$ cat src/rtl/rrq_pkg.sv
package rrq_pkg;

    localparam int THREAD_ID_W = 16;
    localparam int COUNT_W     = 5;

    typedef enum logic [1:0] {
        OP_ENQUEUE  = 2'd0,
        OP_DEQUEUE  = 2'd1,
        OP_SCHEDULE = 2'd2,
        OP_START    = 2'd3
    } t_opcode;

    typedef enum logic [1:0] {
        ST_OK         = 2'd0,
        ST_NOT_FOUND  = 2'd1,
        ST_FULL       = 2'd2,
        ST_NO_CURRENT = 2'd3
    } t_status;

    typedef struct packed {
        t_opcode                  opcode;
        logic [THREAD_ID_W-1:0]   thread_id;
        logic                     current_exited;
    } t_request;

    typedef struct packed {
        t_status                  status;
        logic [THREAD_ID_W-1:0]   current_id;
        logic                     current_valid;
        logic [COUNT_W-1:0]       queue_count;
    } t_result;

endpackage

$ cat src/rtl/rrq_mem.sv
module rrq_mem #(
    parameter int DEPTH = 16,
    parameter int WIDTH = 16
) (
    input  logic                     i_clk,
    input  logic                     i_wr_en,
    input  logic [$clog2(DEPTH)-1:0] i_wr_addr,
    input  logic [WIDTH-1:0]         i_wr_data,
    input  logic                     i_rd_en,
    input  logic [$clog2(DEPTH)-1:0] i_rd_addr,
    output logic [WIDTH-1:0]         o_rd_data
);

    logic [WIDTH-1:0] r_mem [DEPTH];
    logic [WIDTH-1:0] r_rd_data;

    always_ff @(posedge i_clk) begin
        if (i_wr_en) begin
            r_mem[i_wr_addr] <= i_wr_data;
        end
        if (i_rd_en) begin
            r_rd_data <= r_mem[i_rd_addr];
        end
    end

    assign o_rd_data = r_rd_data;

endmodule

$ cat src/rtl/rrq_ctrl.sv
module rrq_ctrl
    import rrq_pkg::*;
#(
    parameter int MAX_THREADS = 16,
    parameter int ID_BITS     = 16
) (
    input  logic                           i_clk,
    input  logic                           i_rst_n,
    input  logic                           i_req_valid,
    output logic                           o_req_ready,
    input  t_request                       i_req,
    input  logic                           i_res_free,
    output logic                           o_res_valid,
    output t_result                        o_res,
    output logic                           o_mem_wr_en,
    output logic [$clog2(MAX_THREADS)-1:0] o_mem_wr_addr,
    output logic [ID_BITS-1:0]             o_mem_wr_data,
    output logic                           o_mem_rd_en,
    output logic [$clog2(MAX_THREADS)-1:0] o_mem_rd_addr,
    input  logic [ID_BITS-1:0]             i_mem_rd_data
);

    localparam int AW = $clog2(MAX_THREADS);
    localparam int CW = $clog2(MAX_THREADS + 1);

    typedef enum logic [2:0] {
        S_IDLE,
        S_SCAN,
        S_SHIFT,
        S_FETCH,
        S_LOAD,
        S_DONE
    } t_state;

    t_state             r_state,    n_state;
    t_opcode            r_op,       n_op;
    logic [ID_BITS-1:0] r_id,       n_id;
    logic [CW-1:0]      r_len,      n_len;
    logic [AW-1:0]      r_slot,     n_slot;
    logic               r_present,  n_present;
    logic               r_detached, n_detached;
    logic [ID_BITS-1:0] r_held,     n_held;
    logic [CW-1:0]      r_issue,    n_issue;
    logic               r_pend,     n_pend;
    logic [AW-1:0]      r_pend_idx, n_pend_idx;
    logic [AW-1:0]      r_k,        n_k;
    t_status            r_status,   n_status;

    always_comb begin
        logic [CW-1:0] v_s;
        logic [CW-1:0] v_len;

        v_s        = '0;
        v_len      = '0;
        n_state    = r_state;
        n_op       = r_op;
        n_id       = r_id;
        n_len      = r_len;
        n_slot     = r_slot;
        n_present  = r_present;
        n_detached = r_detached;
        n_held     = r_held;
        n_issue    = r_issue;
        n_pend     = r_pend;
        n_pend_idx = r_pend_idx;
        n_k        = r_k;
        n_status   = r_status;

        o_mem_wr_en   = 1'b0;
        o_mem_wr_addr = r_len[AW-1:0];
        o_mem_wr_data = r_id;
        o_mem_rd_en   = 1'b0;
        o_mem_rd_addr = r_issue[AW-1:0];
        o_res_valid   = 1'b0;

        unique case (r_state)
            S_IDLE: begin
                if (i_req_valid) begin
                    n_op   = i_req.opcode;
                    n_id   = ID_BITS'(i_req.thread_id);
                    n_pend = 1'b0;
                    unique case (i_req.opcode)
                        OP_ENQUEUE: begin
                            n_issue = '0;
                            n_state = S_SCAN;
                        end
                        OP_DEQUEUE: begin
                            // head slot is never a dequeue candidate
                            n_issue = CW'(1);
                            n_state = S_SCAN;
                        end
                        OP_SCHEDULE: begin
                            if (!r_present || r_len == '0) begin
                                n_status = ST_NO_CURRENT;
                                n_state  = S_DONE;
                            end else if (r_detached) begin
                                // successor already sits at the current slot
                                n_detached = 1'b0;
                                v_s = CW'(r_slot);
                                if (v_s >= r_len) begin
                                    v_s = '0;
                                end
                                n_slot  = v_s[AW-1:0];
                                n_state = S_FETCH;
                            end else if (i_req.current_exited) begin
                                n_k     = r_slot;
                                n_issue = CW'(r_slot) + CW'(1);
                                n_state = S_SHIFT;
                            end else begin
                                v_s = CW'(r_slot) + CW'(1);
                                if (v_s >= r_len) begin
                                    v_s = '0;
                                end
                                n_slot  = v_s[AW-1:0];
                                n_state = S_FETCH;
                            end
                        end
                        OP_START: begin
                            if (r_len == '0) begin
                                n_status = ST_NO_CURRENT;
                                n_state  = S_DONE;
                            end else begin
                                n_slot     = '0;
                                n_present  = 1'b1;
                                n_detached = 1'b0;
                                n_state    = S_FETCH;
                            end
                        end
                        default: n_state = S_IDLE;
                    endcase
                end
            end

            S_SCAN: begin
                if (r_pend && i_mem_rd_data == r_id) begin
                    n_pend = 1'b0;
                    if (r_op == OP_DEQUEUE) begin
                        n_k     = r_pend_idx;
                        n_issue = CW'(r_pend_idx) + CW'(1);
                        n_state = S_SHIFT;
                    end else begin
                        n_status = ST_OK;
                        n_state  = S_DONE;
                    end
                end else if (r_issue < r_len) begin
                    o_mem_rd_en = 1'b1;
                    n_pend      = 1'b1;
                    n_pend_idx  = r_issue[AW-1:0];
                    n_issue     = r_issue + CW'(1);
                end else begin
                    n_pend  = 1'b0;
                    n_state = S_DONE;
                    if (r_op == OP_DEQUEUE) begin
                        n_status = ST_NOT_FOUND;
                    end else if (r_len >= CW'(MAX_THREADS)) begin
                        n_status = ST_FULL;
                    end else begin
                        o_mem_wr_en = 1'b1;
                        n_len       = r_len + CW'(1);
                        n_status    = ST_OK;
                    end
                end
            end

            S_SHIFT: begin
                // read slot j, write it back into slot j-1 in the following cycle
                if (r_pend) begin
                    o_mem_wr_en   = 1'b1;
                    o_mem_wr_addr = r_pend_idx - AW'(1);
                    o_mem_wr_data = i_mem_rd_data;
                end
                if (r_issue < r_len) begin
                    o_mem_rd_en = 1'b1;
                    n_pend      = 1'b1;
                    n_pend_idx  = r_issue[AW-1:0];
                    n_issue     = r_issue + CW'(1);
                end else begin
                    n_pend = 1'b0;
                    v_len  = r_len - CW'(1);
                    n_len  = v_len;
                    if (r_op == OP_DEQUEUE) begin
                        n_status = ST_OK;
                        n_state  = S_DONE;
                        if (r_present) begin
                            if (r_k < r_slot) begin
                                n_slot = r_slot - AW'(1);
                            end else if (r_k == r_slot && !r_detached) begin
                                n_detached = 1'b1;
                            end
                        end
                    end else if (v_len == '0) begin
                        n_present = 1'b0;
                        n_slot    = '0;
                        n_held    = '0;
                        n_status  = ST_NO_CURRENT;
                        n_state   = S_DONE;
                    end else begin
                        v_s = CW'(r_k);
                        if (v_s >= v_len) begin
                            v_s = '0;
                        end
                        n_slot  = v_s[AW-1:0];
                        n_state = S_FETCH;
                    end
                end
            end

            S_FETCH: begin
                o_mem_rd_en   = 1'b1;
                o_mem_rd_addr = r_slot;
                n_state       = S_LOAD;
            end

            S_LOAD: begin
                n_held   = i_mem_rd_data;
                n_status = ST_OK;
                n_state  = S_DONE;
            end

            S_DONE: begin
                if (i_res_free) begin
                    o_res_valid = 1'b1;
                    n_state     = S_IDLE;
                end
            end

            default: n_state = S_IDLE;
        endcase
    end

    always_ff @(posedge i_clk) begin
        if (!i_rst_n) begin
            r_state    <= S_IDLE;
            r_len      <= '0;
            r_slot     <= '0;
            r_present  <= 1'b0;
            r_detached <= 1'b0;
            r_pend     <= 1'b0;
        end else begin
            r_state    <= n_state;
            r_len      <= n_len;
            r_slot     <= n_slot;
            r_present  <= n_present;
            r_detached <= n_detached;
            r_pend     <= n_pend;
        end
        r_op       <= n_op;
        r_id       <= n_id;
        r_held     <= n_held;
        r_issue    <= n_issue;
        r_pend_idx <= n_pend_idx;
        r_k        <= n_k;
        r_status   <= n_status;
    end

    assign o_req_ready         = (r_state == S_IDLE);
    assign o_res.status        = r_status;
    assign o_res.current_id    = r_present ? THREAD_ID_W'(r_held) : '0;
    assign o_res.current_valid = r_present;
    assign o_res.queue_count   = COUNT_W'(r_len);

`ifndef SYNTHESIS
    a_len_bound: assert property (@(posedge i_clk) disable iff (!i_rst_n)
        r_len <= CW'(MAX_THREADS))
        else $error("queue length above capacity");

    a_present_nonempty: assert property (@(posedge i_clk) disable iff (!i_rst_n)
        r_present |-> r_len != '0)
        else $error("current thread with empty queue");

    a_slot_in_range: assert property (@(posedge i_clk) disable iff (!i_rst_n)
        (r_present && !r_detached) |-> CW'(r_slot) < r_len)
        else $error("attached current slot past end of queue");

    a_no_idle_write: assert property (@(posedge i_clk) disable iff (!i_rst_n)
        (r_state == S_IDLE || r_state == S_DONE) |-> !o_mem_wr_en)
        else $error("queue memory written outside an operation");
`endif

endmodule

$ cat src/rtl/round_robin_run_queue_unit.sv
// channel   direction  handshake                  payload
// ------    ---------  -------------------------  ----------------------------------------
// in        input      i_in_valid / o_in_stall    i_opcode, i_thread_id, i_current_exited
// out       output     o_out_valid / i_out_stall  o_status, o_current_id, o_current_valid,
//                                                 o_queue_count
//
// one operation at a time; enqueue scans the ids through the memory before it appends,
// dequeue scans up to the match, then compacts the slots behind it
// schedule fetches the next id, after compacting the slots when the exiting thread is removed
// start fetches the head id; all steps share the single read/write port pair of the id memory
// synchronous active-low reset empties the queue; the id memory itself is not cleared
// a result waits in the output register while the next transfer is accepted
module round_robin_run_queue_unit
    import rrq_pkg::*;
#(
    parameter int MAX_THREADS = 16,
    parameter int ID_BITS     = 16
) (
    input  logic                   i_clk,
    input  logic                   i_rst_n,
    input  logic                   i_in_valid,
    output logic                   o_in_stall,
    input  logic [1:0]             i_opcode,
    input  logic [THREAD_ID_W-1:0] i_thread_id,
    input  logic                   i_current_exited,
    output logic                   o_out_valid,
    input  logic                   i_out_stall,
    output logic [1:0]             o_status,
    output logic [THREAD_ID_W-1:0] o_current_id,
    output logic                   o_current_valid,
    output logic [COUNT_W-1:0]     o_queue_count
);

    localparam int AW = $clog2(MAX_THREADS);

    t_request           req;
    t_result            res;
    logic               req_ready;
    logic               res_valid;
    logic               res_free;

    // id memory port signals
    logic               mem_wr_en;
    logic [AW-1:0]      mem_wr_addr;
    logic [ID_BITS-1:0] mem_wr_data;
    logic               mem_rd_en;
    logic [AW-1:0]      mem_rd_addr;
    logic [ID_BITS-1:0] mem_rd_data;

    // output register
    logic               r_out_valid;
    t_result            r_out;

    assign req.opcode         = t_opcode'(i_opcode);
    assign req.thread_id      = i_thread_id;
    assign req.current_exited = i_current_exited;

    assign o_in_stall = !req_ready;

    // the sequencer may hand over a result when the output slot is empty or drains this cycle
    assign res_free = !r_out_valid || !i_out_stall;

    rrq_ctrl #(
        .MAX_THREADS (MAX_THREADS),
        .ID_BITS     (ID_BITS)
    ) u_ctrl (
        .i_clk         (i_clk),
        .i_rst_n       (i_rst_n),
        .i_req_valid   (i_in_valid),
        .o_req_ready   (req_ready),
        .i_req         (req),
        .i_res_free    (res_free),
        .o_res_valid   (res_valid),
        .o_res         (res),
        .o_mem_wr_en   (mem_wr_en),
        .o_mem_wr_addr (mem_wr_addr),
        .o_mem_wr_data (mem_wr_data),
        .o_mem_rd_en   (mem_rd_en),
        .o_mem_rd_addr (mem_rd_addr),
        .i_mem_rd_data (mem_rd_data)
    );

    rrq_mem #(
        .DEPTH (MAX_THREADS),
        .WIDTH (ID_BITS)
    ) u_mem (
        .i_clk     (i_clk),
        .i_wr_en   (mem_wr_en),
        .i_wr_addr (mem_wr_addr),
        .i_wr_data (mem_wr_data),
        .i_rd_en   (mem_rd_en),
        .i_rd_addr (mem_rd_addr),
        .o_rd_data (mem_rd_data)
    );

    // result register: loads on a finished operation, clears on an output transfer
    always_ff @(posedge i_clk) begin
        if (!i_rst_n) begin
            r_out_valid <= 1'b0;
        end else if (res_valid) begin
            r_out_valid <= 1'b1;
        end else if (!i_out_stall) begin
            r_out_valid <= 1'b0;
        end
        if (res_valid) begin
            r_out <= res;
        end
    end

    assign o_out_valid     = r_out_valid;
    assign o_status        = r_out.status;
    assign o_current_id    = r_out.current_id;
    assign o_current_valid = r_out.current_valid;
    assign o_queue_count   = r_out.queue_count;

endmodule
$ cat config.mk
export PLATFORM = sky130hd
export DESIGN_NAME = round_robin_run_queue_unit
export DESIGN_NICKNAME = d
export VERILOG_FILES = /design/src/rtl/rrq_pkg.sv /design/src/rtl/rrq_mem.sv /design/src/rtl/rrq_ctrl.sv /design/src/rtl/round_robin_run_queue_unit.sv
export SDC_FILE = /design/constraint.sdc
export NUM_CORES = 1
export LEC_CHECK = 0
export BUFFER_PORTS_ARGS = -buffer_cell sky130_fd_sc_hd__buf_2
export CORE_UTILIZATION = 59
export CTS_CLUSTER_DIAMETER = 80
export DETAILED_ROUTE_END_ITERATION = 7
export PLACE_DENSITY = 0.73
export REMOVE_ABC_BUFFERS = 1
export SETUP_SLACK_MARGIN = 0.5
export SKIP_LAST_GASP = 1
export SYNTH_ARGS = -nofsm -noshare
export SYNTH_HDL_FRONTEND = slang
export SYNTH_SLANG_ARGS = --single-unit
$ cat constraint.sdc
create_clock -name i_clk -period 11.1 [get_ports i_clk]
set_clock_uncertainty 0.05 [all_clocks]
set_input_delay 2.22 -clock i_clk [delete_from_list [all_inputs] [get_ports i_clk]]
set_output_delay 2.22 -clock i_clk [all_outputs]
set_load 0.01 [all_outputs]
======== Word level (Yosys, flattened, before mapping) ========
Memories as Yosys holds them, arrays and structs flattened. A register that Yosys moved wholly into a read port is not among the register bits.
Cells that the tools add are included.
Widths: inputs -> output; s select.
word-level totals
  register bits after elaboration ......... 89
  memory bits (writable) .................. 256
  bits of input ports ..................... 23
  output and inout bits ................... 26
  logic and storage cells ................. 224
  memories kept ........................... 1
operators by class
  add/subtract/negate cells ............... 7
  magnitude comparators ................... 6
  equal/unequal tests ..................... 49
  mux-type cells .......................... 111
  reductions and logical operators ........ 32
memories
  name         depth  width  read ports  clocked after memory_dff  write ports  line           source
  u_mem.r_mem  16     16     1           1                         1            rrq_mem.sv:14  logic [WIDTH-1:0] r_mem [DEPTH];
operator list
  kind                 count
  $mux 4               25
  $mux 16              5
  $mux 5               12
  $mux 3               11
  $pmux 16 s2          1
  $pmux 4 s2           4
  $pmux 5 s3           2
  $mux 1               29
  $ne 2x2->1 const B   13
  $mux 2               11
  $ne 3x3->1 const B   7
  $reduce_and 10->1    2
  $ne 2x1->1 const B   9
  $pmux 3 s6           1
  $eq 16x16->1         1
  $reduce_and 7->1     2
  $ne 3x2->1 const B   4
  $add 4x1->5 const B  2
  $add 5x1->5 const B  2
  $ge 4x5->1           2
  $logic_not 5->1      2
  $pmux 5 s2           1
  $pmux 3 s3           1
  $reduce_and 9->1     1
  33 further kinds     55

======== Logic depth before layout (Yosys ltp) ========
  depth after elaboration ................. 9
  gate-level depth with buffers ........... 10
  gate-level depth less buffers ........... 9

======== Hierarchy ========
A second synthesis with hierarchy kept.
second synthesis, totals
  cell total of the unflattened synthesis .. 939
  area total of the unflattened synthesis .. 15,583.7 µm²
by module, submodules not included
  module                      times used  cells each  area an instance (µm²)  seq. area each (µm²)
  rrq_mem                     1           432         10,203.5                8,167.8
  rrq_ctrl                    1           478         4,620.7                 1,771.7
  round_robin_run_queue_unit  1           29          759.5                   740.7

======== Least setup slack after synthesis ========
No wires, ideal clock.
  path type ............................... input -> register
  from .................................... in i_opcode[0]
  to ...................................... reg u_ctrl.r_slot[2]
  library setup time ...................... 133 ps
  arrival time ............................ 3,913 ps
  slack ................................... 7,003 ps
  cell stages on the path ................. 9
  path buffers ............................ 1
  path through ............................ inv_1 > ha_1 > buf_2 > mux2_2 > a31oi_1 > or3_1 > a211oi_1 > and2_1 > a311oi_1
between the ends
  word-level cells in the longest chain between the ends .. 4
  elaborated cells between the ends (all ways) .. 11
ends and longest elaborated chain
  element               line                              source
  from (decl)           round_robin_run_queue_unit.sv:23  input logic [1:0] i_opcode,
  $eq 2x2->1            rrq_ctrl.sv:82                    unique case (i_req.opcode)
  $pmux 4 s2            rrq_ctrl.sv:82
  $mux 4                rrq_ctrl.sv:78                    if (i_req_valid) begin
  $pmux 4 s2            rrq_ctrl.sv:76                    unique case (r_state)
  to (signal assigned)  rrq_ctrl.sv:242                   r_slot <= n_slot;
  to (decl)             rrq_ctrl.sv:39                    logic [AW-1:0] r_slot, n_slot;
Parallel ways exist; a longest one is shown, timed or not. The select of a mux whose other input is x is not followed.
A chain may end at the register's enable or synchronous reset.

======== Worst setup path in the final report ========
  from .................................... reg u_ctrl.r_len[1]
  to ...................................... mem u_mem.r_mem[9][5], enable pin
between the ends
  word-level cells in the longest chain between the ends .. 8
  elaborated cells between the ends (all ways) .. 11
ends and longest elaborated chain
  element                       line             source
  from (decl)                   rrq_ctrl.sv:38   logic [CW-1:0] r_len, n_len;
  from (signal assigned)        rrq_ctrl.sv:241  r_len <= n_len;
  $ge 5x5->1                    rrq_ctrl.sv:155  end else if (r_len >= CW'(MAX_THREADS)) begin
  $mux 1                        rrq_ctrl.sv:155
  $mux 1                        rrq_ctrl.sv:153  if (r_op == OP_DEQUEUE) begin
  $mux 1                        rrq_ctrl.sv:145  end else if (r_issue < r_len) begin
  $mux 1                        rrq_ctrl.sv:135  if (r_pend && i_mem_rd_data == r_id) begin
  $pmux 1 s2                    rrq_ctrl.sv:76
  $mux 1                        rrq_mem.sv:18    if (i_wr_en) begin
  $mux 1 (not written as such)  rrq_mem.sv:19    r_mem[i_wr_addr] <= i_wr_data;
  to (decl)                     rrq_mem.sv:14
Parallel ways exist; a longest one is shown, timed or not.

==> out/qor.yml <==
status: "completed"
synth_commonest_cells: "edfxtp_1, nand2_1, mux4_2"
core_sq_um: 25400
instances_no_fill: 1372
yosys.area_share.simple: 0.0787
yosysMostFrequentCell: "edfxtp_1"
synthTopCellsByArea: "edfxtp_1, mux4_2, ha_1"
io_buffers: 48
postCtsSetupBuffers: 0
fill_cells: 1645
rsz0062_at_grt: "false"
grt_use_met3: 0.0401
grt-ovfl-total: 0
worst_pin_slew_ns: 1.29
drc: 0
critPathLaunch: "u_ctrl.r_len[1]"
start_util: 0.607
cts_resized: 0
place_congestion: 0.908
synth_xor_area_frac: 0.0170
grt_usage: 0.263
final_nets: 1070
synth_top_family_by_area: "multiplexers"
cts_tree: "yes"
place_hpwl_um: 21000
num_antenna_cells: 0
met2_usage: 0.432
hp-start: "u_ctrl.r_status[1]"
synth-main-ff-cell: "edfxtp_1"
path_max_fanout: 16
setup_violations: 0
routedWlPerCell_um: 24.9
die_w_um: 164
placedCellCount: 1304
leakagePower_nw: 5.96
slew_headroom: 0.141
synth_edf_count: 345
syn_inst: 947
drive_gt1_frac: 0.217
cts_buffer_depth: 3
clock_sink_count: 361
whs_ns: 0.367
die_area_sq_um: 26800
insertion_delay_ns: 0.52
routed_wl_um: 34100
htreeDepth: 2
ys_async_sr_fraction: 0
critPathLaunchType: "flop"
yosysUniqueCellTypes: 61
fp-row-count: 58
syn2layout_area_growth_pct: 12.8
power_mw: 4.25
ctsHoldBuffers: 0
top_usage_layer: "met2"
vias: 8898
synth.ff_latch_count: 361
grt_max_degree: 65
yosys_warnings: 0
cp_data_required_time_ns: 11.27
cts_buffers: 38
drv_cap: 0
clk_pin_slew_ns: 0.06
synth_top_area_cell: "edfxtp_1"
hp-class: "reg2reg"
grt_pass1_wl_um: 51300
clock.fmax_ghz: 0.239
arrival_ns: 4.35
cts_root_buffer: "clkbuf_16"
finalCritPeriodShare: 0.377
end_kind: "flop"
crit-reg2reg-launch: "u_ctrl.r_len[1]"
io-pin-count: 49
slew_violations: 0
syn-cell-area_sq_um: 15400
powerDensity_nw_per_um2: 244
viasPerCell: 6.49
crit_type: "reg2reg"
antenna_found_initial: 0
synth.area.mux_share: 0.101
grt_use_met1: 0.365
synth_compound_area_frac: 0.0629
first_iter_violations: 907
min_period_ns: 4.18
grt_pass1_vias: 8663
yosysSeqAreaShare: 0.693
drt_pre_antenna_iters: 5
synthAdderAreaFrac: 0.0268
avgSynthCellArea_sq_um: 16.3
die_h_um: 164
yosys.area.top_type_share: 0.672
setup_tns_ns: 0
vdd_drop_max_v: 0.000167
drtAntennaViolNets: 0
hold_violations: 0
==> cells by family after synthesis <==
group,after synthesis
compound gates,138
xor+xnor,30
fa+ha+maj,33
buf+inv,66
flops,361
mux,75
simple gates,244
==> worst max-delay path, stage by stage, from the launching register on <==
cell and delay, ns:
dfxtp_1 0.57, inv_1 0.29, ha_1 0.35, o211a_1 0.16
o31ai_1 0.10, a21o_1 0.38, nor3_1 0.31, a31oi_2 0.45
nor3_2 0.88, buf_4 0.33
==> registers in the layout, summed over array words and instances, names as in the netlist, 2 cells and up <==
register / cells
u_ctrl.r_held: 16
u_ctrl.r_id: 16
u_ctrl.r_state: 3
u_ctrl.r_k: 4
u_ctrl.r_len: 5
u_ctrl.r_issue: 5
u_ctrl.r_slot: 4
o_current_id: 16
o_queue_count: 5
u_ctrl.r_op: 2
o_status: 2
u_mem.r_mem: 256
u_ctrl.r_pend_idx: 4
u_ctrl.r_status: 2
u_mem.o_rd_data: 16
==> power by group <==
| group | internal, mW | total (mW) | switching [mW] |
|---|---|---|---|
| Combinational | 0.462 | 1.14 | 0.676 |
| Clock | 0.768 | 1.27 | 0.504 |
| Sequential | 1.73 | 1.84 | 0.112 |
==> through the flow <==
step / area [sq um] / setup WS [ns] / utilization
5_1_grt: 17400 / 6.83 / 0.685
3_5_place_dp: 16100 / 6.61 / 0.635
4_1_cts: 17400 / 6.99 / 0.685
2_1_floorplan: 15200 / 3.03 / -
6_report: 17400 / 6.92 / 0.685
3_3_place_gp: 16100 / 6.69 / 0.635
==> layer usage <==
layer  share of wire  wire length (um)  vias to the layer above
li1                -                 -                     3881
met1            0.41             13900                     4487
met2            0.49             16800                      460
met3           0.077              2640                       70
met4           0.022               756                        0
met5               0                 0                        -
==> cells in the final DEF (no fill, tap or decap), drive strengths merged, types with 21 or more instances in the layout <==
cell	netlist	final
mux4	64	64
and2	22	22
and3	21	21
edfxtp	345	345
buf	25	76
ha	33	33
nand2	95	95
nor2	28	28
a22oi	34	34
nor3	30	30
clkbuf	24	42
a21oi	22	22
==> final cells by class <==
class                           instances  area [sq um]  area share
Inverter                               17          63.8     0.00367
Tap cell                              330           413      0.0237
Multi-Input combinational cell        520          4530       0.261
Timing Repair Buffer                   76           450      0.0259
Sequential cell                       361         10700       0.614
Clock inverter                         26           290      0.0167
Clock buffer                           42           966      0.0555
==> final timing paths <==
kind | end | slack, ns | depth (start not counted)
worst max-delay path | u_mem.r_mem[9][5] | 6.92 | 9
worst min-delay path | o_status[1] | 0.37 | 0
worst max register to register | u_mem.r_mem[9][5] | 6.92 | 9
worst min register to register | o_status[1] | 0.37 | 0
(Power assumes the default switching activity.)
